<file path="src/rtl/core/pidspd_pkg.sv">
// Package for the PID speed loop: payload structs, widths, constants,
// controller states and multiplier control types. No dependencies.
package pidspd_pkg;

  localparam int GAIN_W     = 16;
  localparam int MC_W       = 33;
  localparam int ACC_W      = 52;
  localparam int FF_ENTRIES = 128;

  localparam logic signed [15:0] FF_SEED_LIMIT = 16'sd33;
  localparam logic signed [16:0] FF_SEED_STEP  = 17'sd655;
  localparam logic signed [15:0] FF_SAT_LIMIT  = 16'sd32440;
  localparam logic signed [15:0] FF_FULL       = 16'sd32767;
  localparam logic signed [16:0] FF_NUDGE      = 17'sd164;
  localparam logic signed [8:0]  JUMP_LIMIT    = 9'sd5;

  localparam logic [2:0] REG_PROP    = 3'd0;
  localparam logic [2:0] REG_INTEG   = 3'd1;
  localparam logic [2:0] REG_DERIV   = 3'd2;
  localparam logic [2:0] REG_REVERSE = 3'd3;
  localparam logic [2:0] REG_DUTYTOP = 3'd4;
  localparam logic [2:0] REG_UPPER   = 3'd5;
  localparam logic [2:0] REG_LOWER   = 3'd6;

  localparam logic [1:0] ST_OK    = 2'd0;
  localparam logic [1:0] ST_LIMIT = 2'd1;
  localparam logic [1:0] ST_CALIB = 2'd2;

  typedef enum logic [1:0] {
    PH_P,
    PH_I,
    PH_D,
    PH_DUTY
  } mul_phase_t;

  typedef enum logic [3:0] {
    S_IDLE,
    S_C0,
    S_C1,
    S_MUL,
    S_MNXT,
    S_SAT,
    S_DRV,
    S_K0,
    S_K1,
    S_K2,
    S_K3,
    S_K4,
    S_OUT
  } state_t;

  typedef struct packed {
    logic start;
    logic clear;
  } mul_ctl_t;

  typedef struct packed {
    logic              opcode;
    logic [15:0]       encoder_count;
    logic signed [7:0] target_speed;
  } in_item_t;

  typedef struct packed {
    logic [15:0]        duty_fwd;
    logic [15:0]        duty_rev;
    logic               duty_written;
    logic signed [15:0] command;
    logic signed [15:0] speed;
    logic [1:0]         status;
    logic               calib_done;
  } out_item_t;

endpackage

</file>
<file path="src/rtl/core/pidspd_mul.sv">
// Bit-serial shift-and-add multiply-accumulate, one gain bit per cycle.
// Depends on pidspd_pkg for widths and the control struct.
module pidspd_mul (
  input  logic                                   clk,
  input  logic                                   rst,
  input  pidspd_pkg::mul_ctl_t                   ctl,
  input  logic signed [pidspd_pkg::MC_W-1:0]     mcand,
  input  logic [pidspd_pkg::GAIN_W-1:0]          mult,
  output logic signed [pidspd_pkg::ACC_W-1:0]    acc,
  output logic                                   done
);

  localparam int CNT_W = $clog2(pidspd_pkg::GAIN_W);

  logic                                busy;
  logic [CNT_W-1:0]                    cnt;
  logic signed [pidspd_pkg::ACC_W-1:0] mc;
  logic [pidspd_pkg::GAIN_W-1:0]       mr;

  assign done = busy && (cnt == CNT_W'(pidspd_pkg::GAIN_W - 1));

  always_ff @(posedge clk) begin
    if (rst) begin
      busy <= 1'b0;
      cnt  <= '0;
    end else if (ctl.start) begin
      busy <= 1'b1;
      cnt  <= '0;
    end else if (done) begin
      busy <= 1'b0;
    end else if (busy) begin
      cnt <= cnt + 1'b1;
    end
  end

  always_ff @(posedge clk) begin
    if (ctl.start) begin
      mc <= pidspd_pkg::ACC_W'(mcand);
      mr <= mult;
      if (ctl.clear) begin
        acc <= '0;
      end
    end else if (busy) begin
      if (mr[0]) begin
        acc <= acc + mc;
      end
      mc <= mc <<< 1;
      mr <= mr >> 1;
    end
  end

endmodule

</file>
<file path="src/rtl/core/pid_speed_loop_with_feedforward_unit.sv">
// PID motor speed loop with a learned feedforward table, Q1.15 fixed point.
// One transaction at a time: in_stall is high outside the idle state and drops in the same
// cycle that out_valid rises, so the next transaction can be taken while the result is held.
// A zero target skips the products, and a command that fails the limits skips the duty one.
// Synchronous reset clears the configuration, loop and control state and the table valid bits;
// the datapath registers and the table entries are not reset.
module pid_speed_loop_with_feedforward_unit #(
  parameter int FF_ENTRIES = pidspd_pkg::FF_ENTRIES
) (
  input  logic                  clk,
  input  logic                  rst,
  input  logic                  in_valid,
  output logic                  in_stall,
  input  pidspd_pkg::in_item_t  in_data,
  output logic                  out_valid,
  input  logic                  out_stall,
  output pidspd_pkg::out_item_t out_data,
  input  logic                  cfg_we,
  input  logic [2:0]            cfg_index,
  input  logic [15:0]           cfg_data
);

  localparam int AW = $clog2(FF_ENTRIES);
  localparam logic [8:0] FF_N = 9'(FF_ENTRIES);

  // Configuration registers.
  logic [15:0]        prop_gain, integ_gain, deriv_gain, duty_top;
  logic               reverse_dir;
  logic [14:0]        cmd_upper;
  logic signed [15:0] cmd_lower;

  always_ff @(posedge clk) begin
    if (rst) begin
      prop_gain   <= '0;
      integ_gain  <= '0;
      deriv_gain  <= '0;
      reverse_dir <= 1'b0;
      duty_top    <= 16'd1000;
      cmd_upper   <= 15'd32767;
      cmd_lower   <= -16'sd32768;
    end else if (cfg_we) begin
      case (cfg_index)
        pidspd_pkg::REG_PROP:    prop_gain   <= cfg_data;
        pidspd_pkg::REG_INTEG:   integ_gain  <= cfg_data;
        pidspd_pkg::REG_DERIV:   deriv_gain  <= cfg_data;
        pidspd_pkg::REG_REVERSE: reverse_dir <= cfg_data[0];
        pidspd_pkg::REG_DUTYTOP: duty_top    <= cfg_data;
        pidspd_pkg::REG_UPPER:   cmd_upper   <= cfg_data[14:0];
        pidspd_pkg::REG_LOWER:   cmd_lower   <= signed'(cfg_data);
        default: ;
      endcase
    end
  end

  // Loop state carried from one transaction to the next.
  logic [15:0]        prev_count;
  logic signed [15:0] prev_speed;
  logic signed [17:0] prev_error;
  logic signed [31:0] error_sum;
  logic signed [7:0]  prev_target;

  // Per-transaction working registers.
  pidspd_pkg::state_t     state, state_next;
  pidspd_pkg::mul_phase_t phase, sel;
  logic signed [7:0]  tgt;
  logic signed [15:0] spd, old_spd;
  logic signed [17:0] err_r;
  logic signed [18:0] derr_r;
  logic signed [16:0] ff_r;
  logic signed [15:0] e_r, p_r;
  logic signed [15:0] cmd_r;
  logic               neg_r;
  logic [15:0]        r_fwd, r_rev;
  logic               r_wr, r_done;
  logic [1:0]         r_status;

  // Feedforward table with one valid bit per entry; an unwritten entry reads 0.
  logic signed [15:0] mem [FF_ENTRIES];
  logic [FF_ENTRIES-1:0] vld;
  logic               rd_en;
  logic [AW-1:0]      rd_addr;
  logic signed [15:0] rd_data;
  logic               rd_vld;
  logic signed [15:0] tbl;
  logic               wr_en;
  logic [AW-1:0]      t_addr;

  assign tbl    = rd_vld ? rd_data : 16'sd0;
  assign t_addr = tgt[AW-1:0];

  // Serial multiplier.
  pidspd_pkg::mul_ctl_t               mul_ctl;
  logic signed [pidspd_pkg::MC_W-1:0] mcand;
  logic [15:0]                        mult;
  logic signed [pidspd_pkg::ACC_W-1:0] mul_acc;
  logic                               mul_done;

  pidspd_mul u_mul (
    .clk   (clk),
    .rst   (rst),
    .ctl   (mul_ctl),
    .mcand (mcand),
    .mult  (mult),
    .acc   (mul_acc),
    .done  (mul_done)
  );

  // Measurement and control-tick arithmetic.
  logic [15:0]        diff;
  logic signed [8:0]  jump;
  logic               jump_big;
  logic signed [17:0] err_c;
  logic signed [32:0] sum_c;
  logic signed [31:0] sum_sat;
  logic [7:0]         idx;
  logic               idx_ok, cal_ok, need_seed;

  assign diff     = in_data.encoder_count - prev_count;
  assign jump     = 9'(tgt) - 9'(prev_target);
  assign jump_big = (jump > pidspd_pkg::JUMP_LIMIT) || (jump < -pidspd_pkg::JUMP_LIMIT);
  assign err_c    = 18'(tgt) - 18'(spd);
  assign sum_c    = (jump_big ? 33'sd0 : 33'(error_sum)) + 33'(err_c);
  assign sum_sat  = (sum_c > 33'sd2147483647) ? 32'sh7FFFFFFF :
                    (sum_c < -33'sd2147483648) ? 32'sh80000000 : sum_c[31:0];
  assign idx      = tgt[7] ? 8'(-9'(tgt)) : 8'(tgt);
  assign idx_ok   = {1'b0, idx} < FF_N;
  assign cal_ok   = !tgt[7] && ({1'b0, tgt} < FF_N);
  assign need_seed = (tbl < pidspd_pkg::FF_SEED_LIMIT) && (tgt != 8'sd0);

  // Seed from the neighbor entry, never below entry zero.
  logic signed [16:0] seed_ref;
  logic signed [15:0] seed_e;
  assign seed_ref = 17'(p_r) - pidspd_pkg::FF_SEED_STEP;
  assign seed_e   = (seed_ref < 17'(tbl)) ? tbl : seed_ref[15:0];

  // Calibration decision.
  logic signed [15:0] t16;
  logic signed [16:0] e_inc, e_dec;
  logic signed [15:0] e_new, cal_cmd;
  logic               cal_done, cal_issue;

  assign t16   = 16'(tgt);
  assign e_inc = 17'(e_r) + pidspd_pkg::FF_NUDGE;
  assign e_dec = 17'(e_r) - pidspd_pkg::FF_NUDGE;

  always_comb begin
    e_new     = e_r;
    cal_cmd   = e_r;
    cal_done  = 1'b0;
    cal_issue = 1'b1;
    if (e_r > pidspd_pkg::FF_SAT_LIMIT) begin
      e_new     = pidspd_pkg::FF_FULL;
      cal_cmd   = 16'sd0;
      cal_done  = 1'b1;
      cal_issue = 1'b0;
    end else if (spd <= t16 && old_spd < t16) begin
      e_new   = (e_inc > 17'(pidspd_pkg::FF_FULL)) ? pidspd_pkg::FF_FULL : e_inc[15:0];
      cal_cmd = e_new;
    end else if (spd >= t16 && old_spd > t16) begin
      e_new   = (e_dec < -17'sd32768) ? -16'sd32768 : e_dec[15:0];
      cal_cmd = e_new;
    end else if (spd == t16 && old_spd == t16) begin
      cal_cmd  = 16'sd0;
      cal_done = 1'b1;
    end
  end

  // Final PID sum: gains times terms plus feedforward, floor by 256, saturate.
  logic signed [pidspd_pkg::ACC_W-1:0] acc_all, acc_sh;
  logic signed [15:0]                  pid_cmd;
  assign acc_all = mul_acc + (pidspd_pkg::ACC_W'(ff_r) <<< 8);
  assign acc_sh  = acc_all >>> 8;
  assign pid_cmd = (acc_sh > pidspd_pkg::ACC_W'(32767)) ? 16'sh7FFF :
                   (acc_sh < -pidspd_pkg::ACC_W'(32768)) ? 16'sh8000 : acc_sh[15:0];

  // Drive stage: limits, direction and the magnitude guard.
  logic               lim_bad;
  logic signed [16:0] c17;
  logic [16:0]        mag;
  logic signed [17:0] over;
  logic [25:0]        over_k;
  logic               guard_err;

  assign lim_bad   = (17'(cmd_r) > 17'(signed'({1'b0, cmd_upper}))) ||
                     (cmd_r < cmd_lower);
  assign c17       = reverse_dir ? -17'(cmd_r) : 17'(cmd_r);
  assign mag       = c17[16] ? 17'(-c17) : 17'(c17);
  assign over      = signed'(18'(mag)) - signed'(18'(cmd_upper));
  assign over_k    = 26'(over[16:0]) * 26'd1000;
  assign guard_err = (over > 18'sd0) && (over_k > 26'(cmd_upper));

  // Multiplier operand selection per phase.
  always_comb begin
    case (sel)
      pidspd_pkg::PH_P: begin
        mcand = pidspd_pkg::MC_W'(err_r);
        mult  = prop_gain;
      end
      pidspd_pkg::PH_I: begin
        mcand = pidspd_pkg::MC_W'(error_sum);
        mult  = integ_gain;
      end
      pidspd_pkg::PH_D: begin
        mcand = -pidspd_pkg::MC_W'(derr_r);
        mult  = deriv_gain;
      end
      default: begin
        mcand = signed'(pidspd_pkg::MC_W'(mag));
        mult  = duty_top;
      end
    endcase
  end

  logic out_free;
  assign out_free = !out_valid || !out_stall;

  // Next state.
  always_comb begin
    state_next = state;
    case (state)
      pidspd_pkg::S_IDLE: if (in_valid) begin
        state_next = in_data.opcode ? pidspd_pkg::S_K0 : pidspd_pkg::S_C0;
      end
      pidspd_pkg::S_C0: state_next = pidspd_pkg::S_C1;
      pidspd_pkg::S_C1: begin
        state_next = (tgt == 8'sd0) ? pidspd_pkg::S_DRV : pidspd_pkg::S_MUL;
      end
      pidspd_pkg::S_MUL: if (mul_done) begin
        state_next = pidspd_pkg::S_MNXT;
      end
      pidspd_pkg::S_MNXT: begin
        if (phase == pidspd_pkg::PH_DUTY) begin
          state_next = pidspd_pkg::S_OUT;
        end else if (phase == pidspd_pkg::PH_D) begin
          state_next = pidspd_pkg::S_SAT;
        end else begin
          state_next = pidspd_pkg::S_MUL;
        end
      end
      pidspd_pkg::S_SAT: state_next = pidspd_pkg::S_DRV;
      pidspd_pkg::S_DRV: begin
        state_next = (lim_bad || guard_err) ? pidspd_pkg::S_OUT : pidspd_pkg::S_MUL;
      end
      pidspd_pkg::S_K0: state_next = cal_ok ? pidspd_pkg::S_K1 : pidspd_pkg::S_OUT;
      pidspd_pkg::S_K1: state_next = need_seed ? pidspd_pkg::S_K2 : pidspd_pkg::S_K4;
      pidspd_pkg::S_K2: state_next = pidspd_pkg::S_K3;
      pidspd_pkg::S_K3: state_next = pidspd_pkg::S_K4;
      pidspd_pkg::S_K4: state_next = cal_issue ? pidspd_pkg::S_DRV : pidspd_pkg::S_OUT;
      pidspd_pkg::S_OUT: if (out_free) begin
        state_next = pidspd_pkg::S_IDLE;
      end
      default: state_next = pidspd_pkg::S_IDLE;
    endcase
  end

  // Controller outputs: handshake, table port and multiplier launch.
  always_comb begin
    in_stall      = (state != pidspd_pkg::S_IDLE);
    rd_en         = 1'b0;
    rd_addr       = t_addr;
    wr_en         = 1'b0;
    mul_ctl.start = 1'b0;
    mul_ctl.clear = 1'b0;
    sel           = pidspd_pkg::PH_P;
    case (state)
      pidspd_pkg::S_C0: begin
        rd_en   = idx_ok;
        rd_addr = idx[AW-1:0];
      end
      pidspd_pkg::S_C1: begin
        mul_ctl.start = (tgt != 8'sd0);
        mul_ctl.clear = 1'b1;
      end
      pidspd_pkg::S_MNXT: begin
        sel           = pidspd_pkg::mul_phase_t'(phase + 2'd1);
        mul_ctl.start = (phase == pidspd_pkg::PH_P) || (phase == pidspd_pkg::PH_I);
      end
      pidspd_pkg::S_DRV: begin
        sel           = pidspd_pkg::PH_DUTY;
        mul_ctl.start = !(lim_bad || guard_err);
        mul_ctl.clear = 1'b1;
      end
      pidspd_pkg::S_K0: rd_en = cal_ok;
      pidspd_pkg::S_K1: begin
        rd_en   = need_seed;
        rd_addr = t_addr - 1'b1;
      end
      pidspd_pkg::S_K2: begin
        rd_en   = 1'b1;
        rd_addr = '0;
      end
      pidspd_pkg::S_K4: wr_en = 1'b1;
      default: ;
    endcase
  end

  always_ff @(posedge clk) begin
    if (rd_en) begin
      rd_data <= mem[rd_addr];
    end
    if (wr_en) begin
      mem[t_addr] <= e_new;
    end
  end

  always_ff @(posedge clk) begin
    if (rst) begin
      vld    <= '0;
      rd_vld <= 1'b0;
    end else begin
      if (rd_en) begin
        rd_vld <= vld[rd_addr];
      end
      if (wr_en) begin
        vld[t_addr] <= 1'b1;
      end
    end
  end

  // Control state and loop state.
  always_ff @(posedge clk) begin
    if (rst) begin
      state       <= pidspd_pkg::S_IDLE;
      phase       <= pidspd_pkg::PH_P;
      prev_count  <= '0;
      prev_speed  <= '0;
      prev_error  <= '0;
      error_sum   <= '0;
      prev_target <= '0;
      out_valid   <= 1'b0;
    end else begin
      state <= state_next;
      if (mul_ctl.start) begin
        phase <= sel;
      end
      if (state == pidspd_pkg::S_IDLE && in_valid) begin
        prev_count <= in_data.encoder_count;
        prev_speed <= signed'(diff);
      end
      if (state == pidspd_pkg::S_C0) begin
        prev_target <= tgt;
        error_sum   <= sum_sat;
        prev_error  <= err_c;
      end
      if (state == pidspd_pkg::S_OUT && out_free) begin
        out_valid <= 1'b1;
      end else if (out_valid && !out_stall) begin
        out_valid <= 1'b0;
      end
    end
  end

  // Transaction datapath.
  always_ff @(posedge clk) begin
    case (state)
      pidspd_pkg::S_IDLE: if (in_valid) begin
        tgt      <= in_data.target_speed;
        spd      <= signed'(diff);
        old_spd  <= prev_speed;
        cmd_r    <= '0;
        r_fwd    <= '0;
        r_rev    <= '0;
        r_wr     <= 1'b0;
        r_done   <= 1'b0;
        r_status <= pidspd_pkg::ST_OK;
      end
      pidspd_pkg::S_C0: begin
        err_r  <= err_c;
        derr_r <= 19'(err_c) - 19'(prev_error);
      end
      pidspd_pkg::S_C1: begin
        if (!idx_ok) begin
          ff_r <= '0;
        end else begin
          ff_r <= tgt[7] ? -17'(tbl) : 17'(tbl);
        end
      end
      pidspd_pkg::S_SAT: cmd_r <= pid_cmd;
      pidspd_pkg::S_DRV: begin
        neg_r <= c17[16];
        if (lim_bad) begin
          r_status <= pidspd_pkg::ST_LIMIT;
        end else if (guard_err) begin
          r_wr     <= 1'b1;
          r_status <= pidspd_pkg::ST_LIMIT;
        end
      end
      pidspd_pkg::S_MNXT: if (phase == pidspd_pkg::PH_DUTY) begin
        r_wr <= 1'b1;
        if (neg_r) begin
          r_rev <= mul_acc[30:15];
        end else begin
          r_fwd <= mul_acc[30:15];
        end
      end
      pidspd_pkg::S_K0: if (!cal_ok) begin
        r_status <= pidspd_pkg::ST_CALIB;
      end
      pidspd_pkg::S_K1: e_r <= tbl;
      pidspd_pkg::S_K2: p_r <= tbl;
      pidspd_pkg::S_K3: e_r <= seed_e;
      pidspd_pkg::S_K4: begin
        cmd_r  <= cal_cmd;
        r_done <= cal_done;
      end
      pidspd_pkg::S_OUT: if (out_free) begin
        out_data.duty_fwd     <= r_fwd;
        out_data.duty_rev     <= r_rev;
        out_data.duty_written <= r_wr;
        out_data.command      <= cmd_r;
        out_data.speed        <= spd;
        out_data.status       <= r_status;
        out_data.calib_done   <= r_done;
      end
      default: ;
    endcase
  end

endmodule

</file>
<file path="config.mk">
export PLATFORM = sky130hd
export DESIGN_NAME = pid_speed_loop_with_feedforward_unit
export DESIGN_NICKNAME = d
export VERILOG_FILES = /design/src/rtl/core/pidspd_pkg.sv /design/src/rtl/core/pidspd_mul.sv /design/src/rtl/core/pid_speed_loop_with_feedforward_unit.sv
export SDC_FILE = /design/constraint.sdc
export NUM_CORES = 2
export LEC_CHECK = 0
export ABC_CLOCK_PERIOD_IN_PS = 15500
export BUFFER_PORTS_ARGS = -buffer_cell sky130_fd_sc_hd__clkbuf_2
export CORE_MARGIN = 2
export CORE_UTILIZATION = 50
export CTS_CLUSTER_DIAMETER = 60
export DETAILED_ROUTE_END_ITERATION = 16
export PLACE_DENSITY = 0.65
export REMOVE_ABC_BUFFERS = 1
export SETUP_SLACK_MARGIN = 0.1
export SLEW_MARGIN = 10
export SYNTH_ARGS = -nofsm -noshare
export SYNTH_HDL_FRONTEND = slang
export SYNTH_HIERARCHICAL = 1
export SYNTH_SLANG_ARGS = --single-unit
</file>
<file path="constraint.sdc">
create_clock -name clk -period 15.5 [get_ports clk]
set_input_delay 0.775 -clock clk [delete_from_list [all_inputs] [get_ports clk]]
set_output_delay 0.775 -clock clk [all_outputs]
set_load 0.005 [all_outputs]
</file>
==> impl_metrics.toml <==
[floorplanning]
design.core.area_um2 = 253000
ios = 119
fp.dieH_um = 508
rows = 185
start_util_pct = 50.1
fp.dieW_um = 508
die_area_um2 = 258000

[synth]
ys_top_cells_by_area = "edfxtp_1 57%, dfxtp_1 5.1%, nand2_1 4.9%, a211oi_1 4.7%, ha_1 3.3%"
async_flop_share_pct = 0
ys_seq_area_share_pct = 62.6
ys_seq_elements = 2755
synth_top_area_share_pct = 57.4
synth_top_area_cell = "edfxtp_1"
synthMostInstantiatedCell = "edfxtp_1"
yosys_warnings = 6
synth.avg_cell_area_um2 = 11.9
synthFlopType = "edfxtp_1"
syn-cell-area_um2 = 127000
ys_types = 109
netlist_instances = 10683
synth_edf_count = 2429
synthTopCellsByCount = "2429 x edfxtp_1, 1654 x nand2_1, 802 x a211oi_1, 663 x a21oi_1, 607 x clkbuf_1"

[sta]
fin_tns_setup_ns = 0
finalCritPeriodShare_pct = 84.2
period_needed_ns = 13.05
setup_viol_count_final = 0
fmax_mhz = 76.6
slew_headroom_pct = 13.9
fin_skew_ns = 0.0832
final_max_slew_viol_count = 0
tightest_slew_ns = 1.29
whs_ns = 0.0748
hold_viol_final = 0
grt_setup_unrepaired = "false"

[grt]
grt-ovfl-total = 0
grt_pass1_wl_mm = 533
grt.total_usage_pct = 27.2
grt_antenna_before_repair = 12
grt_pass1_vias = 82791
grt_max_degree = 170

[route]
vias = 87583
postRouteWirelength_mm = 359
wl_per_cell_um = 25.1
first_iter_violations = 9250
route.detailed.drc = 0
drt_first_pass_iters = 7
drtAntennaViolNets = 0
viasPerCell = 6.12

[clock_network]
cts_max_path_buffers = 4
cts-resized-gates = 0
cts_sinks = 2755
clk_latency_ns = 0.96
cts_tree = "yes"
cts_inserted_buffers = 315
root_buffer = "clkbuf_16"
htreeDepth = 5
path_clk_slew_ns = 0.06

[placed_design]
io_buffer_count = 118
gp_congestion = 0.924
dp_hpwl_mm = 222

[critical_path]
critPathKind = "flop to flop"
end_kind = "flop"
critical_path.slowest_cell = "or2_4"
worstPathArrival_ns = 13.54
cpPeakStageDelay_ns = 0.97
reg2reg_from = "cmd_r[0]"
cp.required_ns = 15.99
cp-start-kind = "flop"
crit_fanout = 68
crit_path_start = "cmd_r[0]"
crit_top_cell = "inv_1"

[run_status]
outcome = "finished, final reports clean"

[final_layout]
final_nets = 11141
area_growth_pct = 11.2
final_layout_size_suffix_gt1_share_pct = 8.90
num-fill-cells = 20860

[worst_hold_path]
hp-class = "input port to flop"
min_from = "in_data[2]"

[run]
drv_cap = 0
-- registers in the layout, summed over array words and instances, names as in the netlist, 17 cells and up --
| register | cells |
|---|---|
| derr_r | 18 |
| err_r | 17 |
| error_sum | 32 |
| ff_r | 17 |
| mem | 2048 |
| out_data | 68 |
| prev_error | 17 |
| u_mul/acc | 52 |
| u_mul/mc | 52 |
| vld | 128 |
-- timing repair --
item | in CTS | in global routing
hold buffers | 2 | 0
endpoints found under the hold margin | 2 | 0
setup buffers | 0 | 0
-- path summary, 6_finish.rpt --
check                               endpoint  slack, ns  cells past startpoint
worst max-delay path             u_mul/mr[4]       2.45                     38
worst max register to register   u_mul/mr[4]       2.45                     38
worst min register to register  out_data[62]       0.41                      0
worst min-delay path                  tgt[2]       0.07                      1
-- metal layers --
layer	share of wire (%)	global-route usage (%)
met1	42	38.2
met2	46	42.9
met3	7.2	3.70
met4	4.3	11.0
met5	0.0047	0
-- through the flow --
| stage | setup slack, ns | util, % | cells | cell area (um^2) |
|---|---|---|---|---|
| floorplan | -29.67 | - | 10006 | 124000 |
| global placement | 2.81 | 51.9 | 13748 | 132000 |
| detailed placement | 2.65 | 51.9 | 13748 | 132000 |
| CTS | 2.61 | 55.7 | 14299 | 141000 |
| global route | 1.76 | 55.7 | 14300 | 141000 |
| finish | 2.45 | 55.7 | 14304 | 141000 |
-- cell type report --
cell class / instances / area (um^2) / share of cell area [%]
inverters: 310 / 1170 / 0.829
diodes: 5 / 12.5 / 0.00886
clock buffers: 410 / 8510 / 6.03
repair buffers: 378 / 2730 / 1.94
multi-input cells: 6941 / 44000 / 31.2
well taps: 3366 / 4210 / 2.98
flip-flops and latches: 2755 / 79500 / 56.3
clock inverters: 139 / 1050 / 0.741
-- cells by family after synthesis --
kind of cell / synth area share [%]
and+or+nand+nor: 11.8
AOI/OAI and AO/OA: 15.5
DFF: 62.6
buffers and inverters: 2.97
adders and majority gates: 4.39
xor gates and xnor gates: 1.72
muxes: 1.08
-- critical path, delay by kind of cell (launching register included) --
kind | cells | cell delay, ns
AO/OA/AOI/OAI | 13 | 4.03
XOR/XNOR | 2 | 0.38
adder cells (fa/ha/maj) | 8 | 3.23
buffers and inverters | 7 | 0.87
flip-flops | 1 | 0.54
AND/OR/NAND/NOR | 8 | 3.51
-- layout by cell type, fill, tap and decap left out, types with 57 or more instances in the layout --
cell type / netlist / layout
a31oi_1: 289 / 289
edfxtp_1: 2429 / 2429
a21o_1: 137 / 137
dfxtp_1: 326 / 326
inv_1: 306 / 305
nand2_1: 1654 / 1651
clkbuf_16: 0 / 319
mux2i_1: 60 / 59
nor2b_1: 81 / 81
clkinv_1: 3 / 63
nand3_1: 124 / 124
nand4_1: 57 / 57
o21ai_0: 224 / 223
nor2_1: 525 / 519
a311oi_1: 261 / 261
a21oi_1: 663 / 658
clkbuf_1: 607 / 72
o21a_1: 131 / 131
mux2_2: 69 / 68
buf_4: 6 / 244
a211oi_1: 802 / 802
o211ai_1: 65 / 65
fa_1: 57 / 57
and2_1: 527 / 527
clkbuf_2: 1 / 117
ha_1: 334 / 334
xor2_1: 82 / 82
nor3_1: 83 / 79
xnor2_1: 167 / 167
Power is not shown: default switching activity piles up to over one toggle a cycle in this logic, so the estimate is an artifact.
